**src/design/mmt_ram.sv**
```systemverilog
// ----------------------------------------------------------------------------
// mmt_ram
// Generic simple dual-port RAM, one write and one registered read port.
// ----------------------------------------------------------------------------
module mmt_ram #(
  parameter int WIDTH = 16,
  parameter int DEPTH = 256
) (
  input  logic                     clk_i,
  input  logic                     we_i,
  input  logic [$clog2(DEPTH)-1:0] waddr_i,
  input  logic [WIDTH-1:0]         wdata_i,
  input  logic                     re_i,
  input  logic [$clog2(DEPTH)-1:0] raddr_i,
  output logic [WIDTH-1:0]         rdata_o
);

  logic [WIDTH-1:0] mem_q [DEPTH];
  logic [WIDTH-1:0] rdata_q;

  always_ff @(posedge clk_i) begin
    if (we_i) begin
      mem_q[waddr_i] <= wdata_i;
    end
    if (re_i) begin
      rdata_q <= mem_q[raddr_i];
    end
  end

  assign rdata_o = rdata_q;

endmodule

```
**config.mk**
```make
export PLATFORM = sky130hd
export DESIGN_NAME = mmt_ram
export DESIGN_NICKNAME = d
export VERILOG_FILES = /design/src/design/mmt_ram.sv
export SDC_FILE = /design/constraint.sdc
export NUM_CORES = 2
export LEC_CHECK = 0
export BUFFER_PORTS_ARGS = -buffer_cell sky130_fd_sc_hd__buf_2
export CORE_ASPECT_RATIO = 2
export CORE_MARGIN = 1.5
export CORE_UTILIZATION = 50
export DETAILED_ROUTE_END_ITERATION = 6
export HOLD_SLACK_MARGIN = 0.03
export PLACE_DENSITY_LB_ADDON = 0.25
export SLEW_MARGIN = 10
export SYNTH_ARGS = -nofsm -noshare
export SYNTH_HDL_FRONTEND = slang
export SYNTH_SLANG_ARGS = --single-unit
```
**constraint.sdc**
```tcl
create_clock -name clk_i -period 5.1 [get_ports clk_i]
set_clock_uncertainty 0.1 [all_clocks]
set_input_delay 0.255 -clock clk_i [delete_from_list [all_inputs] [get_ports clk_i]]
set_output_delay 0.255 -clock clk_i [all_outputs]
set_load 0.02 [all_outputs]
```
-- After elaboration in Yosys (flattened, before gate mapping)
Memory sizes are Yosys's and may differ from the RTL's. A register that Yosys moved wholly into a read port is not among the register bits.
Cells that the tools add are included.
- logic and storage cells: 3
- memory bits (writable): 4096
- memories kept: 1
- bits of input ports: 35
- output and inout bits: 16
- register bits after elaboration: 0
- multiplexer cells: 2
- memories (name ; words ; width ; read ports ; clocked after memory_dff ; wr ports ; line ; source):
    mem_q ; 256 ; 16 ; 1 ; 1 ; 1 ; 18 ; logic [WIDTH-1:0] mem_q [DEPTH];
- operators with widths (cell ; number):
    two-way mux 1 bit ; 2

-- Logic depth before layout (Yosys ltp)
- depth in word-level cells: 2
- mapped depth: 12
- mapped depth without buffers: 6

-- Worst setup path before layout
No wires, ideal clock.
- path kind: input port to flip-flop
- from: input raddr_i[0]
- to: register rdata_q[4], in the netlist rdata_o[4], read port of mem_q (data pin)
- slack: 2.496 ns
- arrival: 2.239 ns
- buffers on the path: 3
- setup time: 0.265 ns
- data required time: 4.735 ns
- stages on the path: 8
- path through: buf_6 buf_6 buf_2 mux4_2 mux4_2 a22o_1 o32ai_2 nor4_2
- RTL lines (what ; line ; source):
    from (decl) ; 14 ; input logic [$clog2(DEPTH)-1:0] raddr_i,
    to (decl) ; 19 ; logic [WIDTH-1:0] rdata_q;

==> results.md <==
- Routability cong.: 1.005
- Share of the synthesized area in the top cell type: 0.7772
- Final min period: 3616 ps
- Longest Clk Path Bufs: 4
- Hpwl dp: 288800 µm
- FF+latch count, synth: 4112
- Max_cap viols: 0
- Final Util: 0.5614
- GRT Max-Usage Layer: met2
- Worst-Margin Slew: between 1500 and 2000 ps
- Final Slew Violations: 1
- Die Y: 800.2 µm
- Compound-gate portion of the synthesized area: 0.03534
- Routed WL per cell: 36.78 µm
- Top cells by area, synth: edfxtp_1 (78%), mux4_2 (11%), mux2i_1 (3.6%), o221ai_1 (1.4%), nor2_1 (0.72%)
- Total GRT Usage: 0.2797
- CP Max Fanout: 41
- Post-synthesis cell type count: 51
- CTS tree: built
- Core ar.: 316000 µm²
- Post-Layout Inst Area: 177400 µm²
- DRC: 0
- Post-synthesis mux area share: 0.1548
- Layout area overhead: 11.66%
- Part of the cycle the worst path needs: 0.7090
- M2 GR Usage: 0.4887
- Mapped Avg Cell Area: 21.59 µm²
- Synth Area in Simple Gates: 0.01573
- Total number of vias: about 80000
- Clk_lat worst skew: between 900 and 1000 ps
- DRT iter0 DRCs: 8977
- Setup-failing EPs final: 0
- Post-DP Area: between 150000 and 200000 µm²
- Syn nets: around 7400
- Vias per cell: 6.441
- Async S/R FF share, synth: 0
- Power Dens Cells: 373.9 nW/µm²
- Initial Util: 0.5027
- IO Pins: 51
- Fillers: 23090
- Setup CP Type: input pin to flip-flop
- Clock-pin slew reported for the worst setup and hold paths after clock tree synthesis: about 70 ps
- Final WL: 450300 µm
- Worst vdd ir: 295.2 µV
- CP cell instances: buf_8 > nand2b_4 > buf_12 > buf_4 > o221ai_1 > o22ai_1 > a21oi_1 > nand4_1 > nor4_1
- M3 GR Usage: 0.03721
- Unrepaired setup endpoints after global routing: false
- Root Buffer Master: clkbuf_16
- WP data arrival: 4130 ps
- Endpoints failing hold: 0
- Number of synthesized flops with an enable pin: 4112
- Area of the die: about 320000 µm²
- First-pass GRT wire length: around 620000 µm
- Slowest CP cell: nor4_1
- YS warnings: 0
- First drt pass iteration count: 6
- Synthesized cell area: 158900 µm²
- Top FF cell, synth: edfxtp_1
- Row count: just under 300
- Slew headroom: -0.07176
- Cell count after synthesis: 7360
- Req. time, crit path: 5620 ps
- Die Width: 401.6 µm
- Final net count: 7907
- Num CTS Buffers: around 340
- Largest family of logic cells by synthesized area: multiplexers
- Post-CTS Setup Inserts: 0
- Detail Route Antenna Nets: 0
- Status: finished with violations
- Worst setup margin: 1484 ps
- H-tree levels: 5
- Post-Synth Adder-Cell Area: 0
- Pre-CTS setup slack: 686.2 ps
- CP Capture Type: flip-flop
- PortBufs: 50
- XOR/XNOR Fraction of Synth Area: 0
- Share of layout cells above drive strength 1: 0.2470
- CP Launch Type: input pin
- Hold Path Class: input pin to flip-flop
- Failing checks: slew limit
- Fmax achieved: 0.2766 GHz
- Fin Setup TNS: 0 ps
- Vias in the first global route: 80350
- Register area share after synthesis: 0.7772
- Initial antenna violation count: 28
- Lkg Pwr: 56.06 nW
- Grt ovf: 0
- Cell taking the most area after synthesis: edfxtp_1
- Largest net degree at the start of global routing: around 170
- Met1 Use GR: 0.3070
- Slowest stage delay, CP: ~750 ps
- Sink Count: approximately 4100
[timing repair]
action | CTS | global route
resized for setup | 0 | 0
hold endpoints to repair | 1502 | 0
hold buffers | 21 | 0
[placed cells by master, fill, tap and decap left out, types with 37 or more instances in the layout]
cell       instances
clkbuf_1          57
mux4_2           797
buf_12            55
clkinv_1          68
o22ai_1          148
nor2_1           271
mux2i_1          565
clkinv_2          58
mux2_2            88
buf_4            499
o221ai_1         252
clkbuf_16        340
a21oi_1          175
edfxtp_1        4112
nand2_1           37
nor3_1            89
a22oi_1           43
[cell usage after synthesis (3+ instances only)]
cell	n
or2_2	4
nand2b_1	3
a31oi_1	6
nand2_1	38
a221oi_1	28
buf_4	26
mux4_2	797
a21oi_1	175
nand3_1	35
o221ai_1	252
a22o_1	32
o22ai_1	148
buf_2	76
nand4b_1	3
nor3_1	92
mux2_2	88
inv_1	3
nor2b_1	9
a211oi_1	18
edfxtp_1	4112
buf_6	77
buf_1	27
buf_8	11
nor2_1	304
nand4_1	26
nor4_1	17
o31ai_1	16
a2111oi_0	6
clkbuf_1	230
a22oi_1	43
and3_1	11
o32ai_1	20
mux2i_1	565
buf_12	5
o21ai_0	37
[metal layers]
layer	up-vias	part of all wire	routed length, µm
met1	42120	0.32	145200
met5	-	0.00023	105
met2	3589	0.52	233400
met4	16	0.096	43320
li1	32200	-	-
met3	945	0.063	28230
[logic make-up (layout without fill, tap and decap cells)]
group	Yosys count	after routing
DFF	4112	4112
muxes	1450	1450
AOI/OAI and AO/OA	786	786
and+or+nand+nor	556	556
buffers and inverters	456	1210
other	0	14
[flip-flops by register name, summed over array words and instances, names as in the netlist]
name / cells
mem_q: 4096
rdata_o: 16
[where the power goes]
group          switching (W)  internal, W
Combinational        0.00246      0.00122
Clock                 0.0117       0.0136
Sequential         0.0000397       0.0373
Total                 0.0142       0.0521
[per-stage QoR]
| stage | cells | power (W) | hold WS (ps) |
|---|---|---|---|
| floorplan | 7360 | 0.03987 | 253.9 |
| global placement | 11620 | 0.04163 | 582.2 |
| detailed placement | 11630 | 0.04170 | 583.0 |
| CTS | 12230 | 0.06663 | 33.08 |
| global route | 12230 | 0.06779 | 107.4 |
| finish | 12240 | 0.06633 | 123.3 |
[final timing paths]
| check | start | endpoint | slack [ps] | cells past startpoint |
|---|---|---|---|---|
| hold reg to reg | mem_q[106][7]$_DFFE_PP_ | rdata_o[7]$_DFFE_PP_ | 1080 | 6 |
| setup reg to reg | mem_q[2][8]$_DFFE_PP_ | rdata_o[8]$_DFFE_PP_ | 1500 | 6 |
| setup / recovery | raddr_i[1] | rdata_o[6]$_DFFE_PP_ | 1480 | 9 |
| hold / removal | waddr_i[2] | mem_q[174][12]$_DFFE_PP_ | 120 | 3 |
[critical path: cells and delay by family]
| family | cells | cell delay [ps] |
|---|---|---|
| simple gates | 3 | 1510 |
| compound gates | 3 | 1310 |
| buf+inv | 3 | 940 |
[layout make-up]
class / instances / area (µm²) / area share
Clock buffer: 397 / 8722 / 0.04917
Antenna cell: 14 / 35.03 / 0.0001975
Tap cell: 4116 / 5150 / 0.02903
Sequential cell: 4112 / 123500 / 0.6960
Inverter: 4 / 27.53 / 0.0001552
Clock inverter: 184 / 1620 / 0.009133
Multi-Input combinational cell: 2792 / 32870 / 0.1853
Timing Repair Buffer: 625 / 5497 / 0.03098
No activity file was read; power rests on OpenSTA's default activity.
