===== src/design/mmt_pkg.sv =====
// ----------------------------------------------------------------------------
// mmt_pkg
// Shared types, widths and codes for the matrix multiply / transpose block.
// ----------------------------------------------------------------------------
package mmt_pkg;

  // largest matrix side held in each element store
  localparam int MAX_DIM = 16;

  localparam int FUNC_W  = 3;
  localparam int IDX_W   = 4;
  localparam int ELEM_W  = 16;
  localparam int RES_W   = 36;
  localparam int CFG_W   = 5;
  localparam int CFG_IDX_W = 2;

  localparam int DIM_W   = $clog2(MAX_DIM);
  localparam int CAP_W   = $clog2(MAX_DIM + 1);
  localparam int SEL_W   = (DIM_W > IDX_W) ? DIM_W : IDX_W;
  localparam int DEPTH   = MAX_DIM * MAX_DIM;
  localparam int ADDR_W  = $clog2(DEPTH);
  localparam int PROD_W  = 2 * ELEM_W;
  localparam int SUM_W   = PROD_W + DIM_W;
  localparam int ACC_W   = (SUM_W > RES_W) ? SUM_W : RES_W;

  localparam logic [CFG_W-1:0] DIM_RESET = CFG_W'(16);

  typedef enum logic [FUNC_W-1:0] {
    FN_WR_A  = 3'd0,
    FN_WR_B  = 3'd1,
    FN_RD_P  = 3'd2,
    FN_RD_AT = 3'd3,
    FN_RD_BT = 3'd4
  } func_e;

  typedef enum logic [CFG_IDX_W-1:0] {
    CFG_ROWS_A    = 2'd0,
    CFG_INNER_DIM = 2'd1,
    CFG_COLS_B    = 2'd2
  } cfg_reg_e;

  typedef enum logic [1:0] {
    S_IDLE,
    S_ISSUE,
    S_WAIT,
    S_PUT
  } ctrl_state_e;

  // one read slot handed from the sequencer to the multiply-accumulate unit
  typedef struct packed {
    logic valid;
    logic first;
    logic last;
    logic pass;    // transpose read: multiply by one
    logic pass_b;  // transpose read takes its operand from the b store
  } mmt_issue_t;

  function automatic logic [ADDR_W-1:0] elem_addr(input logic [SEL_W-1:0] r,
                                                  input logic [SEL_W-1:0] c);
    elem_addr = ADDR_W'(int'(r) * MAX_DIM + int'(c));
  endfunction

  function automatic logic [CAP_W-1:0] cap_dim(input logic [CFG_W-1:0] d);
    if (int'(d) > MAX_DIM) begin
      cap_dim = CAP_W'(MAX_DIM);
    end else begin
      cap_dim = CAP_W'(d);
    end
  endfunction

endpackage


===== src/design/mmt_mac.sv =====
// ----------------------------------------------------------------------------
// mmt_mac
// Multiply-accumulate unit: registered product, then full-width running sum.
// ----------------------------------------------------------------------------
module mmt_mac (
  input  logic                             clk_i,
  input  logic                             rst_ni,
  input  mmt_pkg::mmt_issue_t              issue_i,
  input  logic signed [mmt_pkg::ELEM_W-1:0] a_rdata_i,
  input  logic signed [mmt_pkg::ELEM_W-1:0] b_rdata_i,
  output logic signed [mmt_pkg::ACC_W-1:0]  acc_o,
  output logic                             done_o
);
  import mmt_pkg::*;

  mmt_issue_t               s1_q, s2_q;
  logic signed [ELEM_W-1:0] op_a, op_b;
  logic signed [PROD_W-1:0] prod_d, prod_q;
  logic signed [ACC_W-1:0]  acc_q, acc_base;
  logic                     done_q;

  // s1 lines up with the registered ram output
  always_comb begin
    op_a   = s1_q.pass_b ? b_rdata_i : a_rdata_i;
    op_b   = s1_q.pass ? ELEM_W'(signed'(1)) : b_rdata_i;
    prod_d = op_a * op_b;
  end

  always_ff @(posedge clk_i or negedge rst_ni) begin
    if (!rst_ni) begin
      s1_q   <= '0;
      s2_q   <= '0;
      done_q <= 1'b0;
    end else begin
      s1_q   <= issue_i;
      s2_q   <= s1_q;
      done_q <= s2_q.valid & s2_q.last;
    end
  end

  assign acc_base = s2_q.first ? '0 : acc_q;

  always_ff @(posedge clk_i) begin
    prod_q <= prod_d;
    if (s2_q.valid) begin
      acc_q <= acc_base + {{(ACC_W-PROD_W){prod_q[PROD_W-1]}}, prod_q};
    end
  end

  assign acc_o  = acc_q;
  assign done_o = done_q;

endmodule


===== config.mk =====
export PLATFORM = sky130hd
export DESIGN_NAME = mmt_mac
export DESIGN_NICKNAME = d
export VERILOG_FILES = /design/src/design/mmt_pkg.sv /design/src/design/mmt_mac.sv
export SDC_FILE = /design/constraint.sdc
export NUM_CORES = 1
export LEC_CHECK = 0
export CAP_MARGIN = 15
export CORE_MARGIN = 2
export CORE_UTILIZATION = 40
export DETAILED_ROUTE_END_ITERATION = 8
export DONT_BUFFER_PORTS = 1
export SLEW_MARGIN = 20
export SYNTH_ARGS = -nofsm -noshare
export SYNTH_HDL_FRONTEND = slang
export SYNTH_SLANG_ARGS = --single-unit

===== constraint.sdc =====
create_clock -name clk_i -period 18.4 [get_ports clk_i]
set_clock_uncertainty 0.2 [all_clocks]
set_input_delay 3.68 -clock clk_i [delete_from_list [all_inputs] [get_ports clk_i]]
set_output_delay 3.68 -clock clk_i [all_outputs]
set_load 0.05 [all_outputs]

* Yosys cells after proc, flatten, opt, wreduce, memory -nomap -nowiden
Cells that the tools add are included.
** Cells by class
- Mux-type cells :: 3
- Reductions and logical operators :: 0
- Bitwise gates (word level) :: 1
- Multipliers :: 1
- Add/sub/neg operators :: 1
- $lt $le $gt $ge :: 0
- Equal/unequal tests :: 0
- Shift-type cells :: 0
- Divide/modulo/power cells :: 0
** Operator list (number)
- $add A36 B36 Y36 :: 1
- $mux W36 :: 1
- $mul A16 B16 Y32 :: 1
- $mux W16 :: 2
- $and A1 B1 Y1 :: 1
** Word-level totals
- Output and inout bits :: 37
- Register bits after elaboration :: 77
- Latch bits :: 0
- Memory bits (writable) :: 0
- Memories kept :: 0
- Word-level logic and storage cells :: 17
- Bits in read-only memories :: 0

* Depth between registers and ports, before layout
- Word-level depth :: 2
- Mapped depth :: 27
- Gate-level depth less buffers :: 25

* Worst setup path before layout
No wires, ideal clock.
- Path kind :: input -> register
- Start :: input b_rdata_i[8] (netlist bit)
- End :: register prod_q[31]
- Arrival :: 9.098 ns
- Cell stages on the path :: 23
- Library setup time :: 0.132 ns
- Setup slack :: 8.970 ns
- Path through :: nor2b_1 > clkbuf_1 > nand2_1 > fa_1 > inv_1 > fa_1 > inv_1 > fa_1 > inv_1 > fa_1 > fa_1 > inv_1 > fa_1 > inv_1 > ha_1 > and2_1 > buf_1 > a22o_1 > a21oi_1 > o2111a_1 > o21ai_1 > a2111oi_0 > nor3b_1
** Between the ends
- Longest elaborated chain between the ends :: 2
- Elaborated cells on any way between the ends :: 3
** RTL lines
- from (decl) :: RTL line mmt_mac.sv:10 : input logic signed [mmt_pkg::ELEM_W-1:0] b_rdata_i,
- $mux W16, on equally long branches :: RTL line mmt_mac.sv:24, mmt_mac.sv:25
- $mul A16 B16 Y32 * :: RTL line mmt_mac.sv:26 : prod_d = op_a * op_b;
- via prod_d[31] :: RTL line mmt_mac.sv:18 : logic signed [PROD_W-1:0] prod_d, prod_q;
- to (signal assigned) :: RTL line mmt_mac.sv:44 : prod_q <= prod_d;
- to (decl) :: RTL line mmt_mac.sv:18
The timed path passes the listed nets; every way through them passes the cells marked *.
A chain may end at the register's enable or synchronous reset.

* Final worst setup path
- Start :: input b_rdata_i[8] (netlist bit)
- End :: register prod_q[30]
The elaborated chain is that of the path after synthesis.

==> impl_metrics.tcl <==
set metrics [dict create \
    status "complete, no violations" \
    rows 68 \
    wire_per_inst_um 17.9 \
    grt-ovfl-total 0 \
    boundaryPins 76 \
    cts-resized-gates 0 \
    syn_area_um2 14000 \
    cts_buffers 9 \
    worstSetupEndpointType "flip-flop" \
    final-hold-violation-count 0 \
    synth_area_per_cell_um2 9.24 \
    clock_latency_ns 0.34 \
    drcViolationCount 0 \
    synth_nets 1938 \
    r2r_end "prod_q[30]" \
    ys_warn_count 0 \
    maxCapViolCount 0 \
    syn_to_final_growth_pct 5.69 \
    worstPathMaxFanout 13 \
    antenna_found_initial 0 \
    worst_slew_pin_slew_ns 1.09 \
    synth_edf_count 36 \
    synth_async_sr_flop_share_pct 11.7 \
    timing.final.crit_share_pct 54.2 \
    hold_class "reg2reg" \
    place_ws_ns 8.16 \
    grt_max_degree 47 \
    drive_above_1_share_pct 3.11 \
    max_freq_mhz 100 \
    io_buffers 0 \
    grt_pass1_wl_mm 57.4 \
    ys_types 62 \
    critical_path.endpoint "prod_q[30]" \
    drt-initial-drc-count 620 \
    vias 10054 \
    cts-root-buf "clkbuf_16" \
    n_antenna_cell 0 \
    setup_viol 0 \
    wirelength_mm 35.1 \
    htree_levels 3 \
    finalWorstSetupSlack_ns 8.43 \
    clock_path_buffers 2 \
    synth_seq_cells 77 \
    die_w_um 191 \
    startpoint_type "primary input" \
    drt_pass1_iterations 5 \
    final_nets 1923 \
    grt_pass1_vias 10828 \
    cts_setup_buffers 0 \
    rrSetupSlack_ns 10.79 \
    r2r-start "s1_q[1]" \
    required_ns 18.47 \
    slew_headroom_pct 26.9 \
    gp_congestion 0.930 \
    synthCells 1519 \
    cts.sinks 77 \
    dp_cells 1948 \
    drtAntennaViolNets 0 \
    critical_path_arrival_ns 10.03 \
    start_util_pct 40.6 \
    setup-tns-final_ns 0 \
    dp_hpwl_mm 29.6 \
    cts_tree "built" \
    vias_per_cell 5.12 \
    fin_util_pct 43.0 \
    grt_usage_pct 20.4 \
    hold_buffers 0 \
    rsz0062_at_grt "no" \
    crit_start "b_rdata_i[8]" \
    crit_type "in2reg" \
    fp.dieH_um 191 \
    slew_viol_final 0 \
    synth_flop_cell "edfxtp_1" \
    seq_area_frac_synth_pct 13.9 \
    core_um2 34500 \
    clk_pin_slew_worst_paths_ns 0.06 \
    stdcell_count 1964 \
    dieArea_um2 36600 \
    min_period_ns 9.97 \
    reg2reg_depth 21 \
]
-- metal layers --
metal | global-route usage [%] | routed length, µm | share of wire [%] | vias up
met5 | 0 | 0 | 0 | -
met4 | 5.80 | 980 | 2.8 | 0
met1 | 26.5 | 14900 | 42 | 5042
met2 | 35.4 | 17100 | 49 | 287
met3 | 2.90 | 2180 | 6.2 | 56
li1 | - | - | - | 4669
-- sequential cells by signal, summed over array words and instances (netlist names) --
signal and flops:
done_o 1, s2_q 3, prod_q 32, acc_o 36, s1_q 5
-- cell families (layout without fill, tap and decap cells) --
group | count (synthesis) | after routing | synth area share [%]
buffers and inverters | 354 | 344 | 9.46
multiplexers | 32 | 32 | 2.41
flip-flops | 77 | 77 | 13.9
adder cells (fa/ha/maj) | 380 | 380 | 47.9
AND/OR/NAND/NOR | 424 | 424 | 13.3
XOR/XNOR | 61 | 61 | 3.81
AO/OA/AOI/OAI | 191 | 191 | 9.19
-- how the worst min path moves through the flow --
stage	to	slack [ns]	depth (start not counted)	startpoint
floorplan	s2_q[2]	0.13	0	s1_q[2]
global placement	s2_q[3]	0.14	0	s1_q[3]
detailed placement	s2_q[3]	0.14	0	s1_q[3]
CTS	s2_q[3]	0.15	0	s1_q[3]
global route	s2_q[3]	0.16	0	s1_q[3]
finish	s2_q[3]	0.15	0	s1_q[3]
-- cell usage after synthesis (all sizes together) (28+ instances only) --
master | number | share of area [%]
a21oi | 50 | 1.9
clkbuf | 28 | 0.75
dfxtp | 32 | 4.6
edfxtp | 36 | 7.7
fa | 263 | 37
ha | 117 | 10
inv | 321 | 8.6
nand2 | 136 | 3.6
nor2 | 172 | 4.6
nor2b | 55 | 2.5
o21ai | 37 | 1.3
xnor2 | 47 | 2.9
-- cell usage in the layout (no fill, tap or decap), drive strengths merged, types with 3 or more instances in the layout --
cell,Yosys,routed
and3,3,3
o21bai,13,13
clkbuf,28,10
clkinv,0,3
xor2,14,14
fa,263,263
a21o,25,25
a21oi,50,50
ha,117,117
a211oi,11,11
nand3,3,3
mux2,15,15
mux2i,17,17
a31oi,6,6
or2,4,4
edfxtp,36,36
a2111oi,3,3
nand4,5,5
o31ai,6,6
nor2b,55,55
xnor2,47,47
nand2,136,136
nor2,172,172
o21ai,37,37
inv,321,323
and2,6,6
dfxtp,32,32
dfrtp,9,9
nor3,7,7
o21a,15,15
buf,5,7
nand2b,27,27
-- area by class of cell --
class / instances / area (µm²)
sequential: 77 / 1950
clock inverter: 6 / 70.1
tap: 455 / 569
inverter: 321 / 1200
multi-input combinational: 1088 / 10800
fill: 3447 / 19700
clock buffer: 10 / 229
timing repair buffer: 7 / 52.6
-- per-stage QoR --
stage	hold WS, ns	instance area, µm²
6_report	0.149	14800
5_1_grt	0.158	14800
4_1_cts	0.150	14800
3_5_place_dp	0.136	14500
3_3_place_gp	0.136	14500
2_1_floorplan	0.131	14000
-- critical path: stages --
cell       delay (ns)
nor2b_1          0.83
o21ai_0          0.44
fa_1             0.62
inv_1            0.05
fa_1             0.44
fa_1             0.50
inv_1            0.05
fa_1             0.55
fa_1             0.43
fa_1             0.49
inv_1            0.04
ha_1             0.36
a21o_1           0.21
a31oi_1          0.16
o21ai_0          0.13
o2bb2ai_1        0.14
a41oi_1          0.25
a21oi_1          0.15
a21o_1           0.20
a21oi_1          0.16
xnor2_1          0.14
Power is left out: the tool's default activity adds up to more than one toggle a clock period on the data nets, which glitch-free logic cannot reach.
