==> config.mk <==
export PLATFORM = sky130hd
export DESIGN_NAME = mmt_ctrl
export DESIGN_NICKNAME = d
export VERILOG_FILES = /design/src/design/mmt_pkg.sv /design/src/design/mmt_ctrl.sv
export SDC_FILE = /design/constraint.sdc
export NUM_CORES = 1
export LEC_CHECK = 0
export BUFFER_PORTS_ARGS = -buffer_cell sky130_fd_sc_hd__buf_2
export CAP_MARGIN = 20
export CORE_ASPECT_RATIO = 1.2
export CORE_MARGIN = 4
export CORE_UTILIZATION = 40
export DETAILED_ROUTE_END_ITERATION = 6
export HOLD_SLACK_MARGIN = 0.08
export PLACE_DENSITY = 0.67
export SLEW_MARGIN = 15
export SYNTH_ARGS = -nofsm -noshare
export SYNTH_HDL_FRONTEND = slang
export SYNTH_SLANG_ARGS = --single-unit
==> constraint.sdc <==
create_clock -name clk_i -period 2.7 [get_ports clk_i]
set_clock_uncertainty 0.05 [all_clocks]
set_input_delay 0.54 -clock clk_i [delete_from_list [all_inputs] [get_ports clk_i]]
set_output_delay 0.54 -clock clk_i [all_outputs]
set_load 0.03 [all_outputs]
==> src/design/mmt_pkg.sv <==
// ----------------------------------------------------------------------------
// mmt_pkg
// Shared types, widths and codes for the matrix multiply / transpose block.
// ----------------------------------------------------------------------------
package mmt_pkg;

  // largest matrix side held in each element store
  localparam int MAX_DIM = 16;

  localparam int FUNC_W  = 3;
  localparam int IDX_W   = 4;
  localparam int ELEM_W  = 16;
  localparam int RES_W   = 36;
  localparam int CFG_W   = 5;
  localparam int CFG_IDX_W = 2;

  localparam int DIM_W   = $clog2(MAX_DIM);
  localparam int CAP_W   = $clog2(MAX_DIM + 1);
  localparam int SEL_W   = (DIM_W > IDX_W) ? DIM_W : IDX_W;
  localparam int DEPTH   = MAX_DIM * MAX_DIM;
  localparam int ADDR_W  = $clog2(DEPTH);
  localparam int PROD_W  = 2 * ELEM_W;
  localparam int SUM_W   = PROD_W + DIM_W;
  localparam int ACC_W   = (SUM_W > RES_W) ? SUM_W : RES_W;

  localparam logic [CFG_W-1:0] DIM_RESET = CFG_W'(16);

  typedef enum logic [FUNC_W-1:0] {
    FN_WR_A  = 3'd0,
    FN_WR_B  = 3'd1,
    FN_RD_P  = 3'd2,
    FN_RD_AT = 3'd3,
    FN_RD_BT = 3'd4
  } func_e;

  typedef enum logic [CFG_IDX_W-1:0] {
    CFG_ROWS_A    = 2'd0,
    CFG_INNER_DIM = 2'd1,
    CFG_COLS_B    = 2'd2
  } cfg_reg_e;

  typedef enum logic [1:0] {
    S_IDLE,
    S_ISSUE,
    S_WAIT,
    S_PUT
  } ctrl_state_e;

  // one read slot handed from the sequencer to the multiply-accumulate unit
  typedef struct packed {
    logic valid;
    logic first;
    logic last;
    logic pass;    // transpose read: multiply by one
    logic pass_b;  // transpose read takes its operand from the b store
  } mmt_issue_t;

  function automatic logic [ADDR_W-1:0] elem_addr(input logic [SEL_W-1:0] r,
                                                  input logic [SEL_W-1:0] c);
    elem_addr = ADDR_W'(int'(r) * MAX_DIM + int'(c));
  endfunction

  function automatic logic [CAP_W-1:0] cap_dim(input logic [CFG_W-1:0] d);
    if (int'(d) > MAX_DIM) begin
      cap_dim = CAP_W'(MAX_DIM);
    end else begin
      cap_dim = CAP_W'(d);
    end
  endfunction

endpackage

==> src/design/mmt_ctrl.sv <==
// ----------------------------------------------------------------------------
// mmt_ctrl
// Sequencer: dimension registers, store writes, read address walk.
// ----------------------------------------------------------------------------
module mmt_ctrl (
  input  logic                                clk_i,
  input  logic                                rst_ni,
  input  logic                                cfg_we_i,
  input  logic [mmt_pkg::CFG_IDX_W-1:0]       cfg_idx_i,
  input  logic [mmt_pkg::CFG_W-1:0]           cfg_wdata_i,
  input  logic                                req_valid_i,
  output logic                                req_ready_o,
  input  logic [mmt_pkg::FUNC_W-1:0]          req_func_i,
  input  logic [mmt_pkg::IDX_W-1:0]           req_row_i,
  input  logic [mmt_pkg::IDX_W-1:0]           req_col_i,
  input  logic [mmt_pkg::ELEM_W-1:0]          req_value_i,
  output logic                                a_we_o,
  output logic                                b_we_o,
  output logic [mmt_pkg::ADDR_W-1:0]          waddr_o,
  output logic [mmt_pkg::ELEM_W-1:0]          wdata_o,
  output logic                                a_re_o,
  output logic                                b_re_o,
  output logic [mmt_pkg::ADDR_W-1:0]          a_raddr_o,
  output logic [mmt_pkg::ADDR_W-1:0]          b_raddr_o,
  output mmt_pkg::mmt_issue_t                 issue_o,
  input  logic                                done_i,
  input  logic                                out_free_i,
  output logic                                put_o,
  output logic                                zero_o
);
  import mmt_pkg::*;

  ctrl_state_e      state_q, state_d;
  logic [CFG_W-1:0] rows_q, inner_q, cols_q;
  logic [CAP_W-1:0] m_dim, n_dim, p_dim;
  logic [DIM_W-1:0] k_q, k_d;
  logic [IDX_W-1:0] row_q, col_q;
  func_e            fn_q, fn_d, req_fn;
  logic             zero_q, zero_d;
  logic             accept, in_store, k_last;

  assign m_dim  = cap_dim(rows_q);
  assign n_dim  = cap_dim(inner_q);
  assign p_dim  = cap_dim(cols_q);
  assign req_fn = func_e'(req_func_i);
  assign accept = req_valid_i & req_ready_o;
  assign k_last = (int'(k_q) == int'(n_dim) - 1);
  assign in_store = (int'(req_row_i) < MAX_DIM) && (int'(req_col_i) < MAX_DIM);

  always_ff @(posedge clk_i or negedge rst_ni) begin
    if (!rst_ni) begin
      rows_q  <= DIM_RESET;
      inner_q <= DIM_RESET;
      cols_q  <= DIM_RESET;
    end else if (cfg_we_i) begin
      case (cfg_reg_e'(cfg_idx_i))
        CFG_ROWS_A:    rows_q  <= cfg_wdata_i;
        CFG_INNER_DIM: inner_q <= cfg_wdata_i;
        CFG_COLS_B:    cols_q  <= cfg_wdata_i;
        default: ;
      endcase
    end
  end

  // store writes go straight through while idle
  assign waddr_o = elem_addr(SEL_W'(req_row_i), SEL_W'(req_col_i));
  assign wdata_o = req_value_i;
  assign a_we_o  = accept && (req_fn == FN_WR_A) && in_store;
  assign b_we_o  = accept && (req_fn == FN_WR_B) && in_store;

  always_ff @(posedge clk_i or negedge rst_ni) begin
    if (!rst_ni) begin
      state_q <= S_IDLE;
      k_q     <= '0;
      fn_q    <= FN_RD_P;
      zero_q  <= 1'b0;
    end else begin
      state_q <= state_d;
      k_q     <= k_d;
      fn_q    <= fn_d;
      zero_q  <= zero_d;
    end
  end

  always_ff @(posedge clk_i) begin
    if (accept) begin
      row_q <= req_row_i;
      col_q <= req_col_i;
    end
  end

  always_comb begin
    state_d     = state_q;
    k_d         = k_q;
    fn_d        = fn_q;
    zero_d      = zero_q;
    req_ready_o = 1'b0;
    a_re_o      = 1'b0;
    b_re_o      = 1'b0;
    a_raddr_o   = '0;
    b_raddr_o   = '0;
    issue_o     = '0;
    put_o       = 1'b0;
    case (state_q)
      S_IDLE: begin
        req_ready_o = 1'b1;
        k_d         = '0;
        if (req_valid_i) begin
          fn_d = req_fn;
          case (req_fn)
            FN_RD_P: begin
              zero_d  = !((int'(req_row_i) < int'(m_dim)) &&
                          (int'(req_col_i) < int'(p_dim))) || (n_dim == '0);
              state_d = zero_d ? S_PUT : S_ISSUE;
            end
            FN_RD_AT: begin
              zero_d  = !((int'(req_row_i) < int'(n_dim)) &&
                          (int'(req_col_i) < int'(m_dim)));
              state_d = zero_d ? S_PUT : S_ISSUE;
            end
            FN_RD_BT: begin
              zero_d  = !((int'(req_row_i) < int'(p_dim)) &&
                          (int'(req_col_i) < int'(n_dim)));
              state_d = zero_d ? S_PUT : S_ISSUE;
            end
            default: ;
          endcase
        end
      end
      S_ISSUE: begin
        issue_o.valid = 1'b1;
        issue_o.first = (k_q == '0);
        case (fn_q)
          FN_RD_P: begin
            a_re_o        = 1'b1;
            b_re_o        = 1'b1;
            a_raddr_o     = elem_addr(SEL_W'(row_q), SEL_W'(k_q));
            b_raddr_o     = elem_addr(SEL_W'(k_q), SEL_W'(col_q));
            issue_o.last  = k_last;
            k_d           = k_q + DIM_W'(1);
            if (k_last) begin
              state_d = S_WAIT;
            end
          end
          FN_RD_AT: begin
            a_re_o       = 1'b1;
            a_raddr_o    = elem_addr(SEL_W'(col_q), SEL_W'(row_q));
            issue_o.last = 1'b1;
            issue_o.pass = 1'b1;
            state_d      = S_WAIT;
          end
          FN_RD_BT: begin
            b_re_o         = 1'b1;
            b_raddr_o      = elem_addr(SEL_W'(col_q), SEL_W'(row_q));
            issue_o.last   = 1'b1;
            issue_o.pass   = 1'b1;
            issue_o.pass_b = 1'b1;
            state_d        = S_WAIT;
          end
          default: state_d = S_IDLE;
        endcase
      end
      S_WAIT: begin
        if (done_i) begin
          if (out_free_i) begin
            put_o   = 1'b1;
            state_d = S_IDLE;
          end else begin
            state_d = S_PUT;
          end
        end
      end
      S_PUT: begin
        if (out_free_i) begin
          put_o   = 1'b1;
          state_d = S_IDLE;
        end
      end
      default: state_d = S_IDLE;
    endcase
  end

  assign zero_o = zero_q;

endmodule
---- Word-level counts from Yosys, hierarchy flattened ----
Cells that the tools add are included.
storage, ports and cells
  register bits ........................... 33
  input bits .............................. 40
  output and inout port bits .............. 52
cells by class
  add/subtract/negate cells ............... 6
  magnitude comparators ................... 9
  eq/ne operators ......................... 19
  multiplexer cells ....................... 33
  bitwise gates (word level) .............. 1
  reduce and logical (&&, ||, !) cells .... 26
operators by type and width
  operator                                                                number
  8-bit by 4-bit adder with 8-bit output                                  4
  8-bit one-hot mux with 2 select lines                                   2
  4-bit by 5-bit < comparator with 1-bit output                           6
  5-bit two-way mux                                                       4
  2-bit two-way mux                                                       8
  8-bit two-way mux                                                       2
  5-bit greater-than comparator (second input constant)                   3
  3-bit by 2-bit equality test with 1-bit output (second input constant)  4
  2-bit AND reduction                                                     5
  1-bit two-way mux                                                       9
  2-bit != test (second input constant)                                   4
  2-bit one-hot mux with 4 select lines                                   1
  4-bit one-hot mux with 2 select lines                                   1
  2-bit equality test (second input constant)                             3
  3-bit equality test (second input constant)                             2
  5-bit by 6-bit equality test with 1-bit output                          1
  2-bit one-hot mux with 3 select lines                                   1
  2-bit OR reduction                                                      3
  5-bit by 1-bit subtractor with 6-bit output (second input constant)     1
  1-bit logical AND                                                       5
  5-bit zero test                                                         1
  5-bit AND reduction                                                     1
  4-bit by 1-bit adder with 4-bit output (second input constant)          1
  2-bit by 1-bit equality test with 1-bit output (second input constant)  2
  other kinds (16)                                                        20

---- Depth between registers and ports, before layout ----
  depth in word-level cells ............... 10
  mapped depth ............................ 8
  depth with buffers taken out ............ 7

---- Worst setup path before layout ----
No wires, ideal clock.
  path type ............................... register -> output
  from .................................... reg state_q[1]
  to ...................................... out b_we_o
  data arrival time ....................... 2.331 ns
  required time ........................... 2.110 ns
  slack ................................... -0.221 ns
  cell stages (with the launch flop) ...... 4
  path through ............................ dfrtp_1 > nor2_1 > nand2_1 > nor4b_1
between the ends
  longest elaborated chain between the ends .. 4
ends and longest elaborated chain
  what                    line             text
  from (decl)             mmt_ctrl.sv:33   ctrl_state_e state_q, state_d;
  from (signal assigned)  mmt_ctrl.sv:78   state_q <= state_d;
  2-bit zero test         mmt_ctrl.sv:104  case (state_q)
  1-bit two-way mux       mmt_ctrl.sv:104
  named net req_ready_o   mmt_ctrl.sv:12   output logic req_ready_o,
  1-bit bitwise AND       mmt_ctrl.sv:46   assign accept = req_valid_i & req_ready_o;
  1-bit logical AND       mmt_ctrl.sv:69   assign b_we_o = accept && (req_fn == FN_WR_B) && in_store;
  to (decl)               mmt_ctrl.sv:18   output logic b_we_o,
The timed path passes the listed nets, and every way through them passes these cells.

==> results by group <==
Yosys
  • Post-synthesis instance total: 243
  • Yosys top cell by area: dfrtp_1
  • Post-synth EDFFs: 8
  • Cell area after synthesis: between 2000 and 2500 sq um
  • Ys async rst share: about three quarters
  • Synthesized Nets: 304
  • #FFs+latches synth: 33
  • Synth top area share: 21.6%
  • Most frequent cell after synthesis: buf_4
  • Sequential share of the synthesized area: 35.8%
  • Commonest cells post-synth: 24 x buf_4, 21 x dfrtp_1, 21 x ha_1
  • YS warnings: 0
  • Top cells by area, synth: dfrtp_1 22%, ha_1 11%, edfxtp_1 9.9%
  • Ys flop type: dfrtp_1
  • Synthesized area per cell: 10.0 sq um
  • Yosys cell types: 45

GRT
  • M2 GR Usage: 28.4%
  • Initial antenna violation count: 0
  • Most Crowded Layer GR: met2
  • Met1 GRT Util: 19.2%
  • GRT Total Usage: around 16%
  • Vias in the first global route: a little over 2000
  • Largest net degree at the start of global routing: 26
  • First-pass GRT wire length: 9670 microns
  • Gr ovfl total: 0
  • Met3 Use GR: 3.76%

Timing
  • Slew HR: 61.0%
  • Fin crit share: 96.8%
  • RSZ-0062 raised after global routing: true
  • Setup ws final: 0.0860 ns
  • Max Clock Freq: 0.383 GHz
  • # setup viols final: 0
  • Final min period: 2.61 ns
  • Slew at the pin with the worst max-slew slack: 0.585 ns
  • Final TNS setup: 0 ns
  • Slew Limit Fails: 0
  • Fin. Hold Viols: 0

Placement
  • Pre-CTS setup slack: 0.0913 ns
  • GPL Wtd Cong: just over 0.8
  • I/O Buffers: between 50 and 60
  • DPL Wire Length: 4460 microns
  • Placed cell area: 2690 sq um

Floorplan
  • Initial core utilization: 42.1%
  • DIE WIDTH: around 79 microns
  • Io pins: 92
  • Total die area: 7400 sq um
  • Die height: 93.4 microns
  • FP Rows: 30
  • Total core area: 5780 sq um

Critical path
  • CP cell instances: or2b_1, ha_4, nor4b_4, a21oi_1, and4_4, a21oi_2, o21bai_2, buf_6
  • Max FO, Critical Path: 4
  • Largest stage delay on the critical path: approximately 0.55 ns
  • Crit-path slowest cell: dfstp_2
  • Crit path required time: 2.11 ns
  • CP Capture Type: output port
  • WP data arrival: 2.02 ns
  • Kind of critical path: reg2out
  • Startpoint types: flip-flop

Layout
  • Diode count: 0
  • Nets: 348
  • Final instance area: 2850 sq um
  • Final Core Density: a little under 50%
  • Layout cells sized above 1: 37.5%
  • Area grow syn2layout: 17.1%

Drt
  • Drt pass-1 iters: 4
  • Iteration-0 DRC Markers: 97
  • Vias per cell: 5.30
  • Final WL: 5660 microns
  • Via count: 1949
  • Post-route ant nets: 0
  • Drt drc: 0
  • WL per Instance: about 15 microns

Clock network
  • Num Clock Sinks: 33
  • H-tree levels: 2
  • CTS Buf Count: 5
  • Clock Tree Buf Depth: 2
  • CTS tree: done
  • Root buffer cell: clkbuf_8
  • Clock Latency Late Sink: 0.28 ns
  • CTS clk-pin slew, worst paths: approximately 0.060 ns

Pwr
  • PD cells: 778 nW/um^2
  • Leakage: 1.32 nW
  • Worst vdd ir: 0.297 mV

Run status
  • Status: finished, final reports clean

Min path
  • Hold crit path type: in2async

Job
  • Number of max-cap violations: 0
[placed cells by master, fill, tap and decap left out, types with 8 or more instances in the layout]
cell type and count:
nand2_1 12, edfxtp_1 8, a21oi_1 8, mux2i_1 8
ha_1 20, buf_2 58, o21ai_0 14, mux2_2 18
nand2b_1 16, dfrtp_1 21, nor2_1 17
[metrics by stage]
step / total power, mW / instances / hold WS (ns)
floorplan: 1.55 / 243 / 0.194
global placement: 1.78 / 359 / 0.441
detailed placement: 1.80 / 359 / 0.449
CTS: 2.21 / 368 / 0.216
global route: 2.39 / 368 / 0.247
finish: 2.22 / 368 / 0.202
[per-layer routing]
layer | vias to the layer above | wire [microns]
li1 | 951 | -
met1 | 901 | 2290
met2 | 84 | 2910
met3 | 13 | 312
met4 | 0 | 151
met5 | - | 0
[area by class of cell]
class,count,area (sq um)
Clock buffer,8,90.1
Fill cell,558,2930
Inverter,7,26.3
Multi-Input combinational cell,174,1410
Sequential cell,33,871
Tap cell,80,100
Timing Repair Buffer,66,354
[where the power goes]
part / leakage (nW) / internal [mW] / switching (mW)
logic: 0.904 / 0.453 / 0.606
clock network: 0.0455 / 0.208 / 0.170
registers: 0.373 / 0.652 / 0.128
[what timing repair did]
action                                  4_1_cts  5_1_grt
gates resized for setup                       5        7
endpoints found under the setup margin        1        7
setup buffers                                 1        0
pin swaps                                     0        3
hold buffers                                  0        0
[flip-flops by register name, indices dropped and copies added (netlist names)]
register	cells
fn_q	3
k_q	4
inner_q	5
row_q	4
rows_q	5
col_q	4
state_q	2
cols_q	5
zero_o	1
[path summary, 6_finish.rpt]
kind                                         endpoint              startpoint  slack [ns]  cells after the start
worst max-delay path                       issue_o[2]  inner_q[4]$_DFFE_PN1P_        0.09                      8
worst min-delay path               k_q[2]$_DFFE_PN0P_                  rst_ni        0.20                      1
worst max register to register     zero_o$_DFFE_PN0P_  inner_q[4]$_DFFE_PN1P_        0.33                      7
worst min register to register  rows_q[1]$_DFFE_PN0P_   rows_q[1]$_DFFE_PN0P_        0.46                      1
max in group asynchronous       rows_q[3]$_DFFE_PN0P_                  rst_ni        2.01                      1
min in group clk_i                 col_q[0]$_DFFE_PP_            req_col_i[0]        0.44                      1
[cell families (layout without fill, tap and decap cells)]
family                     Yosys count  count (layout)  synth area share, %
DFF                                 33              33                 35.8
muxes                               26              26                 11.6
AOI/OAI and AO/OA                   49              49                 13.7
and+or+nand+nor                     73              73                 17.1
xor gates and xnor gates             5               5                 1.80
buffers and inverters               36              81                 9.25
adders and majority gates           21              21                 10.8
[worst max-delay path, delay by kind of cell, from the launching register on]
| kind | cells | cell delay [ns] |
|---|---|---|
| compound gates | 3 | 0.29 |
| fa+ha+maj | 1 | 0.17 |
| buf+inv | 1 | 0.14 |
| flops | 1 | 0.55 |
| simple gates | 3 | 0.59 |
No activity file was read; power rests on OpenSTA's default activity.
